==> src/design/ppcc_pkg.sv <==
`timescale 1ns / 1ps
// Shared types and constants for the packet port classifier and counter.
// No dependencies; used by ppcc_parser and packet_port_classifier_counter.

package ppcc_pkg;

  // Counter width default and fixed result-field width
  localparam int unsigned COUNT_WIDTH_DEF = 64;
  localparam int unsigned TOTAL_W         = 64;

  // Frame byte position counter
  localparam int unsigned POS_W    = 7;
  localparam logic [6:0]  POS_MAX  = 7'd127;

  // Fixed byte positions of captured header fields
  localparam logic [6:0] POS_KIND_HI  = 7'd12;
  localparam logic [6:0] POS_KIND_LO  = 7'd13;
  localparam logic [6:0] POS_IHL      = 7'd14;
  localparam logic [6:0] POS_V6_NEXT  = 7'd20;
  localparam logic [6:0] POS_V4_PROTO = 7'd23;

  // Lengths and offsets, in bytes (8 bits covers lengths up to 128)
  localparam logic [7:0] ETH_HDR_LEN = 8'd14;
  localparam logic [7:0] V4_MIN_LEN  = 8'd34;
  localparam logic [7:0] V6_L4_OFF   = 8'd54;
  localparam logic [7:0] TCP_HDR_LEN = 8'd20;
  localparam logic [7:0] UDP_HDR_LEN = 8'd8;
  localparam logic [3:0] IHL_MIN     = 4'd5;

  localparam logic [15:0] KIND_IPV4 = 16'h0800;
  localparam logic [15:0] KIND_IPV6 = 16'h86DD;
  localparam logic [7:0]  PROTO_TCP = 8'd6;
  localparam logic [7:0]  PROTO_UDP = 8'd17;

  // Port register reset values
  localparam logic [15:0] HTTP_PORT_RST = 16'd80;
  localparam logic [15:0] SSH_PORT_RST  = 16'd22;
  localparam logic [15:0] DNS_PORT_RST  = 16'd53;

  // Configuration register indexes
  localparam int unsigned CFG_IDX_W     = 2;
  localparam logic [1:0]  CFG_HTTP_PORT = 2'd0;
  localparam logic [1:0]  CFG_SSH_PORT  = 2'd1;
  localparam logic [1:0]  CFG_DNS_PORT  = 2'd2;

  typedef enum logic [1:0] {
    CLASS_NONE = 2'd0,
    CLASS_HTTP = 2'd1,
    CLASS_SSH  = 2'd2,
    CLASS_DNS  = 2'd3
  } class_t;

  typedef struct packed {
    logic [15:0] http_port;
    logic [15:0] ssh_port;
    logic [15:0] dns_port;
  } port_cfg_t;

  typedef struct packed {
    logic [7:0] frame_byte;
    logic       end_of_frame;
  } in_word_t;

  typedef struct packed {
    logic [1:0]         traffic_class;
    logic [TOTAL_W-1:0] http_total;
    logic [TOTAL_W-1:0] ssh_total;
    logic [TOTAL_W-1:0] dns_total;
  } out_word_t;

endpackage

==> src/design/packet_port_classifier_counter.sv <==
`timescale 1ns / 1ps
// Top level: input word register, header parser, per-class frame counters
// and result register. Depends on ppcc_pkg and ppcc_parser.
//
//  channel | ports                            | word
//  --------+----------------------------------+---------------------------------
//  input   | in_valid, in_ready, in_data      | frame byte + end-of-frame flag
//  result  | out_valid, out_ready, out_data   | class + three frame totals
//  config  | cfg_valid, cfg_ready, cfg_index, | port register write (16 bits)
//          | cfg_data                         |
//
// One byte per cycle sustained while results are taken; after its last byte is taken,
// a frame's result passes the input register, then the result register.
// Reset (synchronous, rst_n low) clears parser state and counters and loads
// the default ports 80, 22 and 53. A stalled result holds the last byte of
// the next frame in the input register; other bytes keep flowing.

module packet_port_classifier_counter #(
  parameter int unsigned COUNT_WIDTH = ppcc_pkg::COUNT_WIDTH_DEF
) (
  input  logic                               clk,
  input  logic                               rst_n,
  input  logic                               in_valid,
  output logic                               in_ready,
  input  ppcc_pkg::in_word_t                 in_data,
  output logic                               out_valid,
  input  logic                               out_ready,
  output ppcc_pkg::out_word_t                out_data,
  input  logic                               cfg_valid,
  output logic                               cfg_ready,
  input  logic [ppcc_pkg::CFG_IDX_W-1:0]     cfg_index,
  input  logic [15:0]                        cfg_data
);

  ppcc_pkg::port_cfg_t ports_r;
  ppcc_pkg::in_word_t  in_r;
  logic                in_valid_r;
  ppcc_pkg::out_word_t out_r;
  logic                out_valid_r;
  ppcc_pkg::class_t    cls;
  logic                out_free;
  logic                advance;
  logic                emit;

  logic [COUNT_WIDTH-1:0] http_cnt_r, http_cnt_nxt;
  logic [COUNT_WIDTH-1:0] ssh_cnt_r,  ssh_cnt_nxt;
  logic [COUNT_WIDTH-1:0] dns_cnt_r,  dns_cnt_nxt;

  assign cfg_ready = 1'b1;

  always_ff @(posedge clk) begin
    if (!rst_n) begin
      ports_r.http_port <= ppcc_pkg::HTTP_PORT_RST;
      ports_r.ssh_port  <= ppcc_pkg::SSH_PORT_RST;
      ports_r.dns_port  <= ppcc_pkg::DNS_PORT_RST;
    end else if (cfg_valid) begin
      unique case (cfg_index)
        ppcc_pkg::CFG_HTTP_PORT: ports_r.http_port <= cfg_data;
        ppcc_pkg::CFG_SSH_PORT:  ports_r.ssh_port  <= cfg_data;
        ppcc_pkg::CFG_DNS_PORT:  ports_r.dns_port  <= cfg_data;
        default: ;
      endcase
    end
  end

  // Non-final bytes always drain; a final byte waits for a free result slot
  assign out_free = !out_valid_r || out_ready;
  assign advance  = in_valid_r && (!in_r.end_of_frame || out_free);
  assign emit     = advance && in_r.end_of_frame;
  assign in_ready = !in_valid_r || advance;

  always_ff @(posedge clk) begin
    if (!rst_n) begin
      in_valid_r <= 1'b0;
    end else if (in_ready) begin
      in_valid_r <= in_valid;
    end
  end

  always_ff @(posedge clk) begin
    if (in_ready && in_valid) begin
      in_r <= in_data;
    end
  end

  ppcc_parser u_parser (
    .clk           (clk),
    .rst_n         (rst_n),
    .step          (advance),
    .frame_byte    (in_r.frame_byte),
    .end_of_frame  (in_r.end_of_frame),
    .ports         (ports_r),
    .traffic_class (cls)
  );

  always_comb begin
    http_cnt_nxt = http_cnt_r;
    ssh_cnt_nxt  = ssh_cnt_r;
    dns_cnt_nxt  = dns_cnt_r;
    unique case (cls)
      ppcc_pkg::CLASS_HTTP: http_cnt_nxt = http_cnt_r + 1'b1;
      ppcc_pkg::CLASS_SSH:  ssh_cnt_nxt  = ssh_cnt_r + 1'b1;
      ppcc_pkg::CLASS_DNS:  dns_cnt_nxt  = dns_cnt_r + 1'b1;
      ppcc_pkg::CLASS_NONE: ;
    endcase
  end

  always_ff @(posedge clk) begin
    if (!rst_n) begin
      http_cnt_r <= '0;
      ssh_cnt_r  <= '0;
      dns_cnt_r  <= '0;
    end else if (emit) begin
      http_cnt_r <= http_cnt_nxt;
      ssh_cnt_r  <= ssh_cnt_nxt;
      dns_cnt_r  <= dns_cnt_nxt;
    end
  end

  always_ff @(posedge clk) begin
    if (!rst_n) begin
      out_valid_r <= 1'b0;
    end else if (out_free) begin
      out_valid_r <= emit;
    end
  end

  always_ff @(posedge clk) begin
    if (emit) begin
      out_r.traffic_class <= cls;
      out_r.http_total    <= ppcc_pkg::TOTAL_W'(http_cnt_nxt);
      out_r.ssh_total     <= ppcc_pkg::TOTAL_W'(ssh_cnt_nxt);
      out_r.dns_total     <= ppcc_pkg::TOTAL_W'(dns_cnt_nxt);
    end
  end

  assign out_valid = out_valid_r;
  assign out_data  = out_r;

endmodule

==> src/design/ppcc_parser.sv <==
`timescale 1ns / 1ps
// Per-frame header parser: tracks byte position, captures ethertype, IHL,
// protocol and L4 ports, and classifies the frame on its last byte. Uses ppcc_pkg.

module ppcc_parser (
  input  logic                clk,
  input  logic                rst_n,
  input  logic                step,
  input  logic [7:0]          frame_byte,
  input  logic                end_of_frame,
  input  ppcc_pkg::port_cfg_t ports,
  output ppcc_pkg::class_t    traffic_class
);

  logic [ppcc_pkg::POS_W-1:0] pos_r, pos_nxt;
  logic [15:0] kind_r, kind_nxt;
  logic [3:0]  hw_r, hw_nxt;
  logic [7:0]  proto_r, proto_nxt;
  logic [15:0] sport_r, sport_nxt;
  logic [15:0] dport_r, dport_nxt;

  // Values after this byte's capture, before the end-of-frame clear
  logic [15:0] kind_cur;
  logic [3:0]  hw_cur;
  logic [7:0]  proto_cur;
  logic [15:0] sport_cur;
  logic [15:0] dport_cur;
  logic        is_v4;
  logic        is_v6;
  logic [7:0]  pos8;
  logic [7:0]  len;
  logic [7:0]  l4_off;
  logic        hdr_ok;

  assign pos8 = {1'b0, pos_r};
  assign len  = pos8 + 8'd1;

  always_comb begin
    kind_cur = kind_r;
    if (pos_r == ppcc_pkg::POS_KIND_HI) kind_cur[15:8] = frame_byte;
    if (pos_r == ppcc_pkg::POS_KIND_LO) kind_cur[7:0]  = frame_byte;
  end

  assign is_v4 = (kind_cur == ppcc_pkg::KIND_IPV4);
  assign is_v6 = (kind_cur == ppcc_pkg::KIND_IPV6);

  always_comb begin
    hw_cur    = hw_r;
    proto_cur = proto_r;
    if (is_v4) begin
      if (pos_r == ppcc_pkg::POS_IHL)      hw_cur    = frame_byte[3:0];
      if (pos_r == ppcc_pkg::POS_V4_PROTO) proto_cur = frame_byte;
    end else if (is_v6) begin
      if (pos_r == ppcc_pkg::POS_V6_NEXT)  proto_cur = frame_byte;
    end
  end

  always_comb begin
    if (is_v4) begin
      l4_off = ppcc_pkg::ETH_HDR_LEN + {2'b00, hw_cur, 2'b00};
    end else if (is_v6) begin
      l4_off = ppcc_pkg::V6_L4_OFF;
    end else begin
      l4_off = 8'd0;
    end
  end

  // Port bytes are only taken past the ethertype
  always_comb begin
    sport_cur = sport_r;
    dport_cur = dport_r;
    if ((is_v4 || is_v6) && (pos8 > ppcc_pkg::ETH_HDR_LEN)) begin
      if (pos8 == l4_off)         sport_cur[15:8] = frame_byte;
      if (pos8 == l4_off + 8'd1)  sport_cur[7:0]  = frame_byte;
      if (pos8 == l4_off + 8'd2)  dport_cur[15:8] = frame_byte;
      if (pos8 == l4_off + 8'd3)  dport_cur[7:0]  = frame_byte;
    end
  end

  // Network header must lie inside the frame
  always_comb begin
    if (len < ppcc_pkg::ETH_HDR_LEN) begin
      hdr_ok = 1'b0;
    end else if (is_v4) begin
      hdr_ok = (len >= ppcc_pkg::V4_MIN_LEN) && (hw_cur >= ppcc_pkg::IHL_MIN) &&
               (l4_off <= len);
    end else if (is_v6) begin
      hdr_ok = (len >= ppcc_pkg::V6_L4_OFF);
    end else begin
      hdr_ok = 1'b0;
    end
  end

  // HTTP is checked before SSH
  always_comb begin
    traffic_class = ppcc_pkg::CLASS_NONE;
    if (hdr_ok) begin
      if (proto_cur == ppcc_pkg::PROTO_TCP) begin
        if (l4_off + ppcc_pkg::TCP_HDR_LEN <= len) begin
          if (sport_cur == ports.http_port || dport_cur == ports.http_port) begin
            traffic_class = ppcc_pkg::CLASS_HTTP;
          end else if (sport_cur == ports.ssh_port || dport_cur == ports.ssh_port) begin
            traffic_class = ppcc_pkg::CLASS_SSH;
          end
        end
      end else if (proto_cur == ppcc_pkg::PROTO_UDP) begin
        if ((l4_off + ppcc_pkg::UDP_HDR_LEN <= len) &&
            (sport_cur == ports.dns_port || dport_cur == ports.dns_port)) begin
          traffic_class = ppcc_pkg::CLASS_DNS;
        end
      end
    end
  end

  // Clear per-frame state after the last byte, else hold captures and advance
  always_comb begin
    if (end_of_frame) begin
      pos_nxt   = '0;
      kind_nxt  = '0;
      hw_nxt    = '0;
      proto_nxt = '0;
      sport_nxt = '0;
      dport_nxt = '0;
    end else begin
      pos_nxt   = (pos_r == ppcc_pkg::POS_MAX) ? pos_r : pos_r + 1'b1;
      kind_nxt  = kind_cur;
      hw_nxt    = hw_cur;
      proto_nxt = proto_cur;
      sport_nxt = sport_cur;
      dport_nxt = dport_cur;
    end
  end

  always_ff @(posedge clk) begin
    if (!rst_n) begin
      pos_r   <= '0;
      kind_r  <= '0;
      hw_r    <= '0;
      proto_r <= '0;
      sport_r <= '0;
      dport_r <= '0;
    end else if (step) begin
      pos_r   <= pos_nxt;
      kind_r  <= kind_nxt;
      hw_r    <= hw_nxt;
      proto_r <= proto_nxt;
      sport_r <= sport_nxt;
      dport_r <= dport_nxt;
    end
  end

endmodule

==> config.mk <==
export PLATFORM = sky130hd
export DESIGN_NAME = packet_port_classifier_counter
export DESIGN_NICKNAME = d
export VERILOG_FILES = /design/src/design/ppcc_pkg.sv /design/src/design/packet_port_classifier_counter.sv /design/src/design/ppcc_parser.sv
export SDC_FILE = /design/constraint.sdc
export NUM_CORES = 1
export LEC_CHECK = 0
export BUFFER_PORTS_ARGS = -buffer_cell sky130_fd_sc_hd__buf_2
export CAP_MARGIN = 20
export CORE_MARGIN = 2
export CORE_UTILIZATION = 35
export CTS_BUF_LIST = sky130_fd_sc_hd__clkbuf_4 sky130_fd_sc_hd__clkbuf_8
export CTS_CLUSTER_DIAMETER = 40
export DETAILED_ROUTE_END_ITERATION = 8
export PLACE_DENSITY = 0.62
export SLEW_MARGIN = 40
export SYNTH_ARGS = -nofsm -noshare
export SYNTH_HDL_FRONTEND = slang
export SYNTH_HIERARCHICAL = 1
export SYNTH_SLANG_ARGS = --single-unit
==> constraint.sdc <==
create_clock -name clk -period 7.5 [get_ports clk]
set_clock_uncertainty 0.15 [all_clocks]
set_input_delay 0.375 -clock clk [delete_from_list [all_inputs] [get_ports clk]]
set_output_delay 0.375 -clock clk [all_outputs]
set_load 0.005 [all_outputs]
==> results by group, run 1 <==
Timing
  – Final hold violation count: 0
  – Pins Over Slew Limit: 0
  – Slew @ Worst Pin: 0.814 ns
  – Final setup viols: 0
  – Worst Hold Slack: 0.0665 ns
  – Slew Limit Headroom: 45.3%
  – PnR worst setup slack: 0.395 ns
  – Period minus WS final: about 7.1 ns
  – Max Fclk: between 100 and 150 MHz
  – Share of the clock period used by the worst path: 94.7%

Final layout
  – Final core occ: a little over two fifths
  – Area Growth Syn to Fin: 18.7%
  – Fraction of layout cells with a size suffix above 1: 17.3%
  – Final Cell Area: 32800 sq um
  – Nets: 3340

Floorplan
  – Die Y: 285 microns
  – Site Rows: 103
  – Initial Utilization: 35.2%
  – Die width: 285 microns
  – Die footprint: 81300 sq um
  – Core box area: approximately 80000 sq um
  – I/O pin total: 229

Min path
  – Hold Crit Start: cfg_index[1]
  – Hold path endpoint: ports_r[27]
  – Hold crit path type: primary input to flip-flop
  – Hold Path Cell Cnt: 5

Setup path
  – Reg2reg path depth: 27
  – Worst setup SP type: flip-flop
  – Worst EP required: 8.04 ns
  – Slowest CP cell: or4_1
  – Worst EP arrival: 7.65 ns
  – Crit Path Max Fanout: 26
  – Setup CP Type: flip-flop to flip-flop
  – Flop2flop setup slack: a little under 0.4 ns
  – R2R Path End: dns_cnt_r[51]
  – Crit Reg-Reg Startpoint: u_parser/pos_r[6]
  – Critical Path Most Common Cell: buf_4
  – Slowest cell delay on critical path: 0.59 ns
  – Critical path capture point type: flip-flop
  – CP delay by family, top: compound AO/OA/AOI/OAI gates
  – CP Buf/Inv Count: 5

Global route
  – Largest net degree at the start of global routing: 173
  – Total track usage: 20.7%
  – Total global routing overflow: 0
  – First-pass GRT wire length: 134000 microns
  – Initial antenna violation count: 8
  – Vias in the first global route: between 20000 and 25000

Synthesis
  – Avg Inst Size Synth: 9.18 sq um
  – Async SR Flop Fraction: 0%
  – Yosys warns: 6
  – Post-synth EDFFs: 203
  – Post-synth top flop: dfxtp_1
  – Synth unique cells: 95
  – Mapped cell area: roughly 28000 sq um
  – #FFs+latches synth: around 510
  – Synth Instances: 3015
  – Register area share after synthesis: 44.4%

Placement
  – Hpwl dp: between 60000 and 70000 microns
  – Area post-placement: between 30000 and 40000 sq um
  – Pre-CTS setup slack: roughly 0.0052 ns
  – GPL Wtd Cong: 0.980
  – Port Buf Inserts: 227

Pwr
  – Leakage: between 10 and 15 nW
  – Total power: 0.00645 W
  – Clock share of power: 49.3%
  – Max IR drop VDD: 0.146 mV
  – P_sw: ~0.0016 W
  – Design internal power: 0.00484 W
  – P per Cell Area: 196 nW/um^2
  – Combinational share of power: roughly 4.5%
  – Seq pwr share: between 40% and 50%
  – Sw Share: 24.9%

Route
  – Vias: approximately 24000
  – WL final: 87500 microns
  – Residual DRC: 0
  – Vias/cell: 5.50
  – DR iter-0 viols: 2151
  – Routed len/inst: 19.8 microns
  – Final ANT Viol Nets: 0
  – DRT Pass-1 Iters: 7

CTS
  – Worst-Skew Late Latency: 0.76 ns
  – CTS clk-pin slew, worst paths: about 0.060 ns
  – CTS Buffer Depth: 3
  – # H-tree levels: 3
  – Clock root cell: clkbuf_8
  – CTS tree: done
  – Num CTS Buffers: 102
  – Num Clock Sinks: 512

Flow run
  – Maxcap violations: 0

Run status
  – Status: complete, no violations
==> logic make-up after synthesis <==
kind of cell / after synthesis / synth area share [%]
adder cells (fa/ha/maj): 28 / 1.26
multiplexers: 41 / 1.51
XOR/XNOR: 383 / 12.1
AND/OR/NAND/NOR: 1294 / 25.3
flip-flops: 512 / 44.4
buffers and inverters: 249 / 3.72
AO/OA/AOI/OAI: 506 / 11.7
other: 2 / 0.0271
==> worst max path at each step <==
stage                            from             end  slack [ns]  cells after the start
finish              u_parser/pos_r[6]   dns_cnt_r[51]        0.39                     27
global route        u_parser/pos_r[6]   dns_cnt_r[51]     -0.0005                     31
CTS                 u_parser/pos_r[6]  http_cnt_r[35]        0.10                     22
detailed placement  u_parser/pos_r[6]  http_cnt_r[35]       0.005                     22
global placement    u_parser/pos_r[1]   dns_cnt_r[55]        0.14                     26
floorplan                   out_ready   http_cnt_r[5]        0.12                      8
==> worst register-to-register path, cell delays in order, from the launching register on <==
cell      delay [ns]
dfxtp_1         0.35
nor4b_4         0.44
a21oi_1         0.12
or4_1           0.59
a2111o_2        0.59
o22ai_2         0.21
buf_4           0.18
inv_1           0.08
ha_1            0.18
a21oi_1         0.15
xnor2_1         0.17
ha_1            0.28
a21o_1          0.18
a21o_1          0.17
a211oi_1        0.27
a32o_1          0.33
o311ai_0        0.18
nor3_1          0.20
a31oi_1         0.14
a211oi_2        0.28
buf_4           0.25
nand2_1         0.19
nor3_2          0.19
buf_4           0.18
nand3_1         0.09
buf_4           0.26
or4_1           0.54
a21oi_1         0.16
==> cell usage in the layout (no fill, tap or decap), types with 10 or more instances in the layout <==
| master | instances |
|---|---|
| clkbuf_8 | 108 |
| nand4_1 | 136 |
| dfxtp_1 | 309 |
| and4_1 | 18 |
| inv_1 | 59 |
| nand2_1 | 289 |
| a221oi_1 | 12 |
| xnor2_1 | 161 |
| or4_1 | 54 |
| and2_1 | 37 |
| a211oi_1 | 10 |
| ha_1 | 26 |
| and3_1 | 32 |
| clkinv_2 | 17 |
| nor2_1 | 237 |
| nand3_1 | 129 |
| a21oi_1 | 189 |
| o31ai_1 | 47 |
| o21ai_1 | 10 |
| clkinvlp_4 | 11 |
| clkinv_1 | 10 |
| buf_2 | 226 |
| a32oi_1 | 35 |
| clkbuf_4 | 29 |
| nor4_1 | 59 |
| mux2i_1 | 33 |
| or3_1 | 77 |
| edfxtp_1 | 203 |
| nand2b_1 | 16 |
| xor2_1 | 222 |
| buf_4 | 88 |
| o21ai_0 | 98 |
| o22ai_1 | 15 |
| dlygate4sd3_1 | 30 |
| nor3_1 | 76 |
| nor2b_1 | 58 |
==> power by group through the flow <==
stage | Clock (W) | Sequential, W | Combinational [W]
final | 0.00318 | 0.00298 | 0.000289
after global routing | 0.00338 | 0.00298 | 0.000311
after CTS | 0.00326 | 0.00298 | 0.000286
after detailed placement | 0 | 0.00304 | 0.000272
after global placement | 0 | 0.00304 | 0.000272
after floorplan | 0 | 0.00303 | 0.000144
==> per-layer routing <==
metal,vias to the layer above,GRT usage (%),routed length [microns]
met5,-,0,52
met4,8,6.64,2280
met3,171,4.03,5770
met2,899,32.4,39700
met1,11700,28.7,39600
li1,11500,-,-
==> what timing repair did <==
item                                   4_1_cts  5_1_grt
hold buffers                                30        0
cloned                                       0        0
setup endpoints to repair                    2      209
pin swaps                                    0        5
endpoints found under the hold margin       60        0
setup buffers                                0        8
gates resized for setup                      1       11
==> metrics by stage <==
stage	instances	setup TNS, ns
5_1_grt	4423	-0.000489
3_5_place_dp	4188	0
2_1_floorplan	3016	0
3_3_place_gp	4188	0
4_1_cts	4411	0
6_report	4424	0
==> final cells by class <==
type | instances | area, sq um
repair buffers | 348 | 2180
multi-input cells | 2255 | 14500
well taps | 1050 | 1310
clock buffers | 137 | 1700
flip-flops and latches | 512 | 12300
fillers | 7811 | 45800
clock inverters | 56 | 607
inverters | 62 | 250
diodes | 4 | 10.0
==> cells in the mapped netlist (36+ instances only) <==
cell      count  area, sq um
dfxtp_1     309         6190
buf_2        36          180
o31ai_1      47          353
or3_1        77          482
xor2_1      222         1940
a21oi_1     190          951
nor2_1      238          893
or4_1        54          405
nand4_1     136          851
clkbuf_1    131          492
o21ai_0      98          490
inv_1        60          225
edfxtp_1    203         6100
nand2_1     289         1080
a32oi_1      36          315
xnor2_1     161         1410
nand3_1     130          651
nor2b_1      59          369
nor4_1       60          375
and2_1       38          238
nor3_1       79          395
==> sequential cells by signal, indices dropped and copies added, names as in the netlist <==
signal and flops:
out_valid 1, u_parser/dport_r 16, u_parser/pos_r 7, u_parser/kind_r 16, ssh_cnt_r 64, out_data 194
u_parser/sport_r 16, u_parser/proto_r 8, http_cnt_r 64, in_r 9, in_valid_r 1, u_parser/hw_r 4
ports_r 48, dns_cnt_r 64
No activity file was read; power rests on OpenSTA's default activity.
==> run 2, diff against run 1 <==
--- a/config.mk
+++ b/config.mk
@@ -12,8 +12,8 @@
 export CTS_BUF_LIST = sky130_fd_sc_hd__clkbuf_4 sky130_fd_sc_hd__clkbuf_8
 export CTS_CLUSTER_DIAMETER = 40
 export DETAILED_ROUTE_END_ITERATION = 8
-export PLACE_DENSITY = 0.62
-export SLEW_MARGIN = 40
+export PLACE_DENSITY = 0.6
+export SLEW_MARGIN = 20
 export SYNTH_ARGS = -nofsm -noshare
 export SYNTH_HDL_FRONTEND = slang
 export SYNTH_HIERARCHICAL = 1
==> constraint.sdc (replaced) <==
create_clock -name clk -period 7.3 [get_ports clk]
set_clock_uncertainty 0.15 [all_clocks]
set_input_delay 0.365 -clock clk [delete_from_list [all_inputs] [get_ports clk]]
set_output_delay 0.365 -clock clk [all_outputs]
set_load 0.005 [all_outputs]
==> run 2 against run 1 <==
Critical path depth is 3 lower; clock power increased by 3%; first-iteration DRC count rose by 1.6%; sequential power increased by 3%; sequential share of layout area down 0.23 points; design area up 0.61%; via count is 0.28% lower; highest routed layer unchanged; power up 2.8%; wire length increased by 0.96%; clock-buffer cell count increased by 4; hold slack gained 0.044 ns.
==> results by group, run 2 (synthesis results as in run 1) <==
Final layout
  – Area Growth Syn to Fin: 19.4% (was 18.7%)
  – Max FFs per register: 194 (unchanged)
  – Commonest non-fill, non-tap cell in the layout: dfxtp_1 (unchanged)
  – Final core occ: 42.0% (was 41.8%)
  – Final Cell Area: 33000 sq um (was 32800 sq um)
  – Fraction of layout cells with a size suffix above 1: 17.7% (was 17.3%)
  – Cell Count, Final, Fillers Out: 4439 (was 4424)
  – Nets: 3358 (was 3340)
  – Most frequent cells in the layout: 309 x dfxtp_1, 287 x nand2_1, 238 x nor2_1, 227 x buf_2, 222 x xor2_1 (was 309 x dfxtp_1, 289 x nand2_1, 237 x nor2_1, 226 x buf_2, 222 x xor2_1)

CTS
  – # H-tree levels: 3 (unchanged)
  – CTS Buffer Depth: 3 (unchanged)
  – Num Clock Sinks: 512 (unchanged)
  – Num CTS Buffers: 104 (was 102)
  – Worst-Skew Late Latency: 0.74 ns (was 0.76 ns)
  – CTS clk-pin slew, worst paths: 0.06 ns (about the same)
  – Clock root cell: clkbuf_8 (unchanged)
  – CTS tree: done (unchanged)

Pwr
  – Max IR drop VDD: 0.139 mV (was 0.146 mV)
  – P per Cell Area: 201 nW/um^2 (was 196 nW/um^2)
  – Leakage: 11.6 nW (was 11.4 nW)

Global route
  – Initial antenna violation count: 7 (was 8)
  – Largest net degree at the start of global routing: 146 (was 173)
  – Total track usage: 21.1% (was 20.7%)
  – Total global routing overflow: 0 (unchanged)
  – Vias in the first global route: 23000 (was 22900)
  – First-pass GRT wire length: 137000 microns (was 134000 microns)

Floorplan
  – I/O pin total: 229 (unchanged)
  – Site Rows: 103 (unchanged)
  – Core box area: 78600 sq um (unchanged)
  – Die width: 285 microns (unchanged)
  – Initial Utilization: 35.2% (unchanged)
  – Die footprint: 81300 sq um (unchanged)
  – Die Y: 285 microns (unchanged)

Timing
  – Pins Over Slew Limit: 0 (unchanged)
  – Period minus WS final: 7.01 ns (was 7.11 ns)
  – Final hold violation count: 0 (unchanged)
  – Slew @ Worst Pin: 1.05 ns (was 0.814 ns)
  – PnR worst setup slack: 0.292 ns (was 0.395 ns)
  – Share of the clock period used by the worst path: 96.0% (was 94.7%)
  – Unrepaired setup endpoints after global routing: yes
  – Slew Limit Headroom: 29.8% (was 45.3%)
  – Final setup viols: 0 (unchanged)
  – Worst Hold Slack: 0.110 ns (was 0.0665 ns)
  – Max Fclk: 143 MHz (was 141 MHz)

Route
  – Vias: 24200 (was 24300)
  – Residual DRC: 0 (unchanged)
  – Vias/cell: 5.46 (was 5.50)
  – DRT Pass-1 Iters: 5 (was 7)
  – DR iter-0 viols: 2186 (was 2151)
  – WL final: 88300 microns (was 87500 microns)
  – Routed len/inst: 19.9 microns (was 19.8 microns)
  – Final ANT Viol Nets: 0 (unchanged)

Setup path
  – Worst EP required: 7.76 ns (was 8.04 ns)
  – Critical path capture point type: flip-flop (unchanged)
  – Reg2reg path depth: 24 (was 27)
  – Worst EP arrival: 7.47 ns (was 7.65 ns)
  – Crit path to: http_cnt_r[61] (was dns_cnt_r[51])
  – Worst setup SP type: flip-flop (unchanged)
  – Flop2flop setup slack: 0.29 ns (was 0.39 ns)
  – Setup CP Type: flip-flop to flip-flop (unchanged)
  – Crit Path Max Fanout: 15 (was 26)
  – Crit Reg-Reg Startpoint: u_parser/pos_r[6] (unchanged)
  – R2R Path End: http_cnt_r[61] (was dns_cnt_r[51])
  – CP startpoint: u_parser/pos_r[6] (unchanged)

Min path
  – Hold crit path type: primary input to flip-flop (unchanged)

Flow run
  – Maxcap violations: 0 (unchanged)

Placement
  – Pre-CTS setup slack: 0.188 ns (was 0.00519 ns)
  – Port Buf Inserts: 227 (unchanged)
  – Placed insts: 4199 (was 4188)
  – Area post-placement: 30100 sq um (was 30000 sq um)
  – Hpwl dp: 60800 microns (was 60000 microns)
  – GPL Wtd Cong: 0.958 (was 0.980)

Run status
  – Status: complete, no violations (unchanged)
[run 2: cell count changes in the layout (fill, tap and decap cells not counted), moves of 4 or more]
cell        change
buf_4          +10
clkbuf_8        +8
clkbuf_4        -4
clkinv_2        -4
clkinvlp_4      -4
[run 2: stage by stage]
| stage | setup TNS, ns | power [W] |
|---|---|---|
| finish | 0 | 0.00662 |
| global route | -0.776 | 0.00687 |
| CTS | 0 | 0.00671 |
| detailed placement | 0 | 0.00340 |
| global placement | 0 | 0.00340 |
| floorplan | 0 | 0.00326 |
[run 2: timing repair]
item,CTS,global route
endpoints found under the setup margin,0,248
setup buffers,0,10
resized for setup,0,31
hold endpoints to repair,100,0
hold buffers,33,0
[run 2: layer usage]
layer	global-route usage, %	part of all wire (%)	up-vias
li1	-	-	11600
met1	29.6	46	11700
met2	32.7	45	821
met3	3.48	6.0	199
met4	7.34	3.2	6
met5	0	0.046	-
[run 2: how the worst min path moves through the flow]
stage / slack, ns / depth (start not counted) / startpoint / end
after floorplan: 0.29 / 2 / ports_r[38] / ports_r[38]
after global placement: 0.31 / 2 / ssh_cnt_r[63] / ssh_cnt_r[63]
after detailed placement: 0.33 / 2 / http_cnt_r[63] / http_cnt_r[63]
after CTS: 0.04 / 6 / cfg_valid / ports_r[30]
after global routing: 0.10 / 6 / cfg_valid / ports_r[26]
final: 0.11 / 6 / cfg_valid / ports_r[16]
[run 2: power by group]
| group | internal, W | leakage, nW | switching (W) |
|---|---|---|---|
| clock | 0.00187 | 1.20 | 0.00140 |
| combinational | 0.000101 | 6.20 | 0.000196 |
| sequential | 0.00302 | 4.16 | 0.0000440 |
| total | 0.00499 | 11.6 | 0.00163 |
[run 2: cell type report]
cell class                      instances  area (sq um)
Sequential cell                       512         12300
Tap cell                             1050          1310
Timing Repair Buffer                  364          2300
Fill cell                            7901         45600
Multi-Input combinational cell       2255         14600
Clock buffer                          141          1780
Antenna cell                            2          5.00
Clock inverter                         53           551
Inverter                               62           245
[run 2: worst max-delay path, cell delays in order, from the launching register on]
cell       delay (ns)
dfxtp_1          0.31
or4b_4           0.60
nor2_1           0.18
mux2_2           0.39
or3_4            0.43
a21oi_1          0.26
ha_1             0.30
inv_1            0.11
a211oi_2         0.23
xnor2_1          0.16
and4b_1          0.30
o2111ai_4        0.35
buf_4            0.24
mux2i_1          0.24
nand4_1          0.15
nor4_2           0.32
a32oi_2          0.20
a31oi_2          0.28
buf_4            0.17
and4b_2          0.27
and4_1           0.25
buf_12           0.15
nand4_1          0.19
or4_1            0.54
a21oi_1          0.14
==> run 3, diff against run 2 <==
--- a/config.mk
+++ b/config.mk
@@ -5,14 +5,14 @@
 export SDC_FILE = /design/constraint.sdc
 export NUM_CORES = 1
 export LEC_CHECK = 0
-export BUFFER_PORTS_ARGS = -buffer_cell sky130_fd_sc_hd__buf_2
+export BUFFER_PORTS_ARGS = -buffer_cell sky130_fd_sc_hd__buf_4
 export CAP_MARGIN = 20
 export CORE_MARGIN = 2
-export CORE_UTILIZATION = 35
+export CORE_UTILIZATION = 45
 export CTS_BUF_LIST = sky130_fd_sc_hd__clkbuf_4 sky130_fd_sc_hd__clkbuf_8
 export CTS_CLUSTER_DIAMETER = 40
 export DETAILED_ROUTE_END_ITERATION = 8
-export PLACE_DENSITY = 0.6
+export PLACE_DENSITY = 0.72
 export SLEW_MARGIN = 20
 export SYNTH_ARGS = -nofsm -noshare
 export SYNTH_HDL_FRONTEND = slang
==> run 3 against run 2 <==
Die area is 22% lower; non-clock buffer count down 1; global-route usage grew 4.4 points; maximum frequency barely moved; critical path type unchanged; clock-buffer cell count down 5; design area barely moved; setup slack lost 0.0027 ns; combinational power is 6% higher; core utilization rose by 13 points; highest routed layer is now met4; register-to-register slack is essentially flat.
==> results by group, run 3 (synthesis results as in run 1) <==
Timing
  – Share of the clock period used by the worst path: 96.0% (about the same)
  – Final hold violation count: 0 (unchanged)
  – Slew Limit Headroom: 30.1% (was 29.8%)
  – Period minus WS final: 7.01 ns (about the same)
  – Worst Hold Slack: 0.0833 ns (was 0.110 ns)
  – PnR worst setup slack: 0.290 ns (was 0.292 ns)
  – Slew @ Worst Pin: 1.04 ns (was 1.05 ns)
  – Max Fclk: 143 MHz (about the same)
  – Final setup viols: 0 (unchanged)
  – Pins Over Slew Limit: 0 (unchanged)

Pwr
  – Max IR drop VDD: 0.163 mV (was 0.139 mV)
  – Sw Share: 23.4% (was 24.7%)
  – Seq pwr share: 47.0% (was 46.2%)
  – Leakage: 11.7 nW (was 11.6 nW)
  – P_sw: 0.00152 W (was 0.00163 W)
  – Combinational share of power: 4.8% (was 4.5%)
  – Design internal power: 0.00499 W (about the same)
  – P per Cell Area: 197 nW/um^2 (was 201 nW/um^2)
  – Clock share of power: 48.1% (was 49.3%)

Global route
  – Vias in the first global route: 23100 (was 23000)
  – GRT met3 Usage: 4.69% (was 3.48%)
  – Initial antenna violation count: 2 (was 7)
  – First-pass GRT wire length: 129000 microns (was 137000 microns)
  – Total global routing overflow: 0 (unchanged)
  – M2 GR Usage: 40.9% (was 32.7%)
  – M1 GR Usage: 34.2% (was 29.6%)
  – Global route hottest layer: met2 (unchanged)
  – Largest net degree at the start of global routing: 103 (was 146)
  – Total track usage: 25.4% (was 21.1%)

Min path
  – Hold Crit Start: cfg_valid (unchanged)
  – Hold Path Cell Cnt: 5 (was 6)
  – Hold path endpoint: ports_r[25] (was ports_r[16])
  – Hold crit path type: primary input to flip-flop (unchanged)

Floorplan
  – Site Rows: 90 (was 103)
  – Die Y: 252 microns (was 285 microns)
  – Die footprint: 63500 sq um (was 81300 sq um)
  – Initial Utilization: 45.7% (was 35.2%)
  – I/O pin total: 229 (unchanged)
  – Die width: 252 microns (was 285 microns)
  – Core box area: 60600 sq um (was 78600 sq um)

Setup path
  – Worst setup SP type: flip-flop (unchanged)
  – Reg2reg path depth: 28 (was 24)
  – Crit Path Max Fanout: 16 (was 15)
  – R2R Path End: ssh_cnt_r[41] (was http_cnt_r[61])
  – Setup CP Type: flip-flop to flip-flop (unchanged)
  – Flop2flop setup slack: 0.29 ns (about the same)
  – Critical Path Most Common Cell: buf_4
  – Crit Reg-Reg Startpoint: u_parser/pos_r[6] (unchanged)
  – Worst EP arrival: 7.50 ns (was 7.47 ns)
  – Critical path capture point type: flip-flop (unchanged)
  – Worst EP required: 7.79 ns (was 7.76 ns)
  – Slowest CP cell: or4_1 (was or4b_4)
  – Slowest cell delay on critical path: 0.56 ns (was 0.60 ns)

Run status
  – Status: complete, no violations (unchanged)

CTS
  – Num Clock Sinks: 512 (unchanged)
  – CTS Buffer Depth: 3 (unchanged)
  – # H-tree levels: 3 (unchanged)
  – CTS clk-pin slew, worst paths: 0.07 ns (was 0.06 ns)
  – Clock root cell: clkbuf_8 (unchanged)
  – Num CTS Buffers: 96 (was 104)
  – Worst-Skew Late Latency: 0.71 ns (was 0.74 ns)
  – CTS tree: done (unchanged)

Final layout
  – Area Growth Syn to Fin: 19.4% (about the same)
  – Final core occ: 54.6% (was 42.0%)
  – Commonest non-fill, non-tap cell in the layout: buf_4 (was dfxtp_1)
  – Nets: 3349 (was 3358)
  – Fraction of layout cells with a size suffix above 1: 17.4% (was 17.7%)
  – Max FFs per register: 194 (unchanged)
  – Final Cell Area: 33100 sq um (was 33000 sq um)
  – Most frequent cells in the layout: 326 x buf_4, 309 x dfxtp_1, 288 x nand2_1, 237 x nor2_1, 222 x xor2_1 (was 309 x dfxtp_1, 287 x nand2_1, 238 x nor2_1, 227 x buf_2, 222 x xor2_1)

Route
  – DRT Pass-1 Iters: 6 (was 5)
  – DR iter-0 viols: 2180 (was 2186)
  – Final ANT Viol Nets: 0 (unchanged)
  – Vias: 24400 (was 24200)
  – Vias/cell: 5.88 (was 5.46)
  – Residual DRC: 0 (unchanged)
  – Routed len/inst: 19.9 microns (about the same)
  – WL final: 82500 microns (was 88300 microns)

Placement
  – Pre-CTS setup slack: -0.110 ns (was 0.188 ns)
  – GPL Wtd Cong: 0.963 (was 0.958)
  – Port Buf Inserts: 227 (unchanged)
  – Area post-placement: 30300 sq um (was 30100 sq um)
  – Hpwl dp: 56400 microns (was 60800 microns)

Flow run
  – Maxcap violations: 0 (unchanged)
run 3: timing repair:
| item | in CTS | in global routing |
|---|---|---|
| endpoints found under the hold margin | 65 | 0 |
| endpoints found under the setup margin | 9 | 273 |
| pin swaps | 0 | 12 |
| resized for setup | 1 | 24 |
| buffers inserted | 0 | 17 |
| hold buffers | 32 | 0 |
run 3: worst max-delay path by stage:
stage	startpoint	endpoint	slack (ns)	depth (start not counted)
2_1_floorplan	u_parser/pos_r[0]	out_data[32]	0.41	29
3_3_place_gp	u_parser/pos_r[6]	http_cnt_r[61]	0.04	22
3_5_place_dp	u_parser/pos_r[1]	http_cnt_r[61]	-0.11	24
4_1_cts	u_parser/pos_r[1]	http_cnt_r[61]	0.02	24
5_1_grt	u_parser/pos_r[6]	ssh_cnt_r[41]	-0.09	31
6_report	u_parser/pos_r[6]	ssh_cnt_r[41]	0.29	28
run 3: power groups by stage:
stage	Sequential, W	Combinational (W)	Clock, W
2_1_floorplan	0.00311	0.000147	0
3_3_place_gp	0.00312	0.000294	0
3_5_place_dp	0.00312	0.000295	0
4_1_cts	0.00306	0.000310	0.00321
5_1_grt	0.00306	0.000337	0.00333
6_report	0.00306	0.000315	0.00314
run 3: area by class of cell:
cell class	count	area (sq um)
sequential	512	12300
fill	5462	27500
clock inverter	45	534
multi-input combinational	2255	14500
clock buffer	136	1670
timing repair buffer	363	2830
tap	782	978
inverter	62	245
antenna	1	2.50
run 3: through the flow:
stage          std cells  TNS [ns]  power [W]
3_3_place_gp        3925         0    0.00342
3_5_place_dp        3925    -0.372    0.00342
2_1_floorplan       3016         0    0.00326
6_report            4156         0    0.00651
4_1_cts             4138         0    0.00658
5_1_grt             4156     -1.90    0.00673
run 3: critical path: cells and delay by family (launching register included):
family | cells | cell delay (ns)
AOI/OAI and AO/OA | 10 | 2.32
xor gates and xnor gates | 1 | 0.15
adders and majority gates | 1 | 0.22
buffers and inverters | 8 | 1.48
DFF | 1 | 0.32
muxes | 1 | 0.19
and+or+nand+nor | 7 | 2.12
run 3: per-layer routing:
metal / vias up / routed length, microns
li1: 11600 / -
met1: 11700 / 35700
met2: 959 / 38400
met3: 179 / 5930
met4: 0 / 2510
met5: - / 0
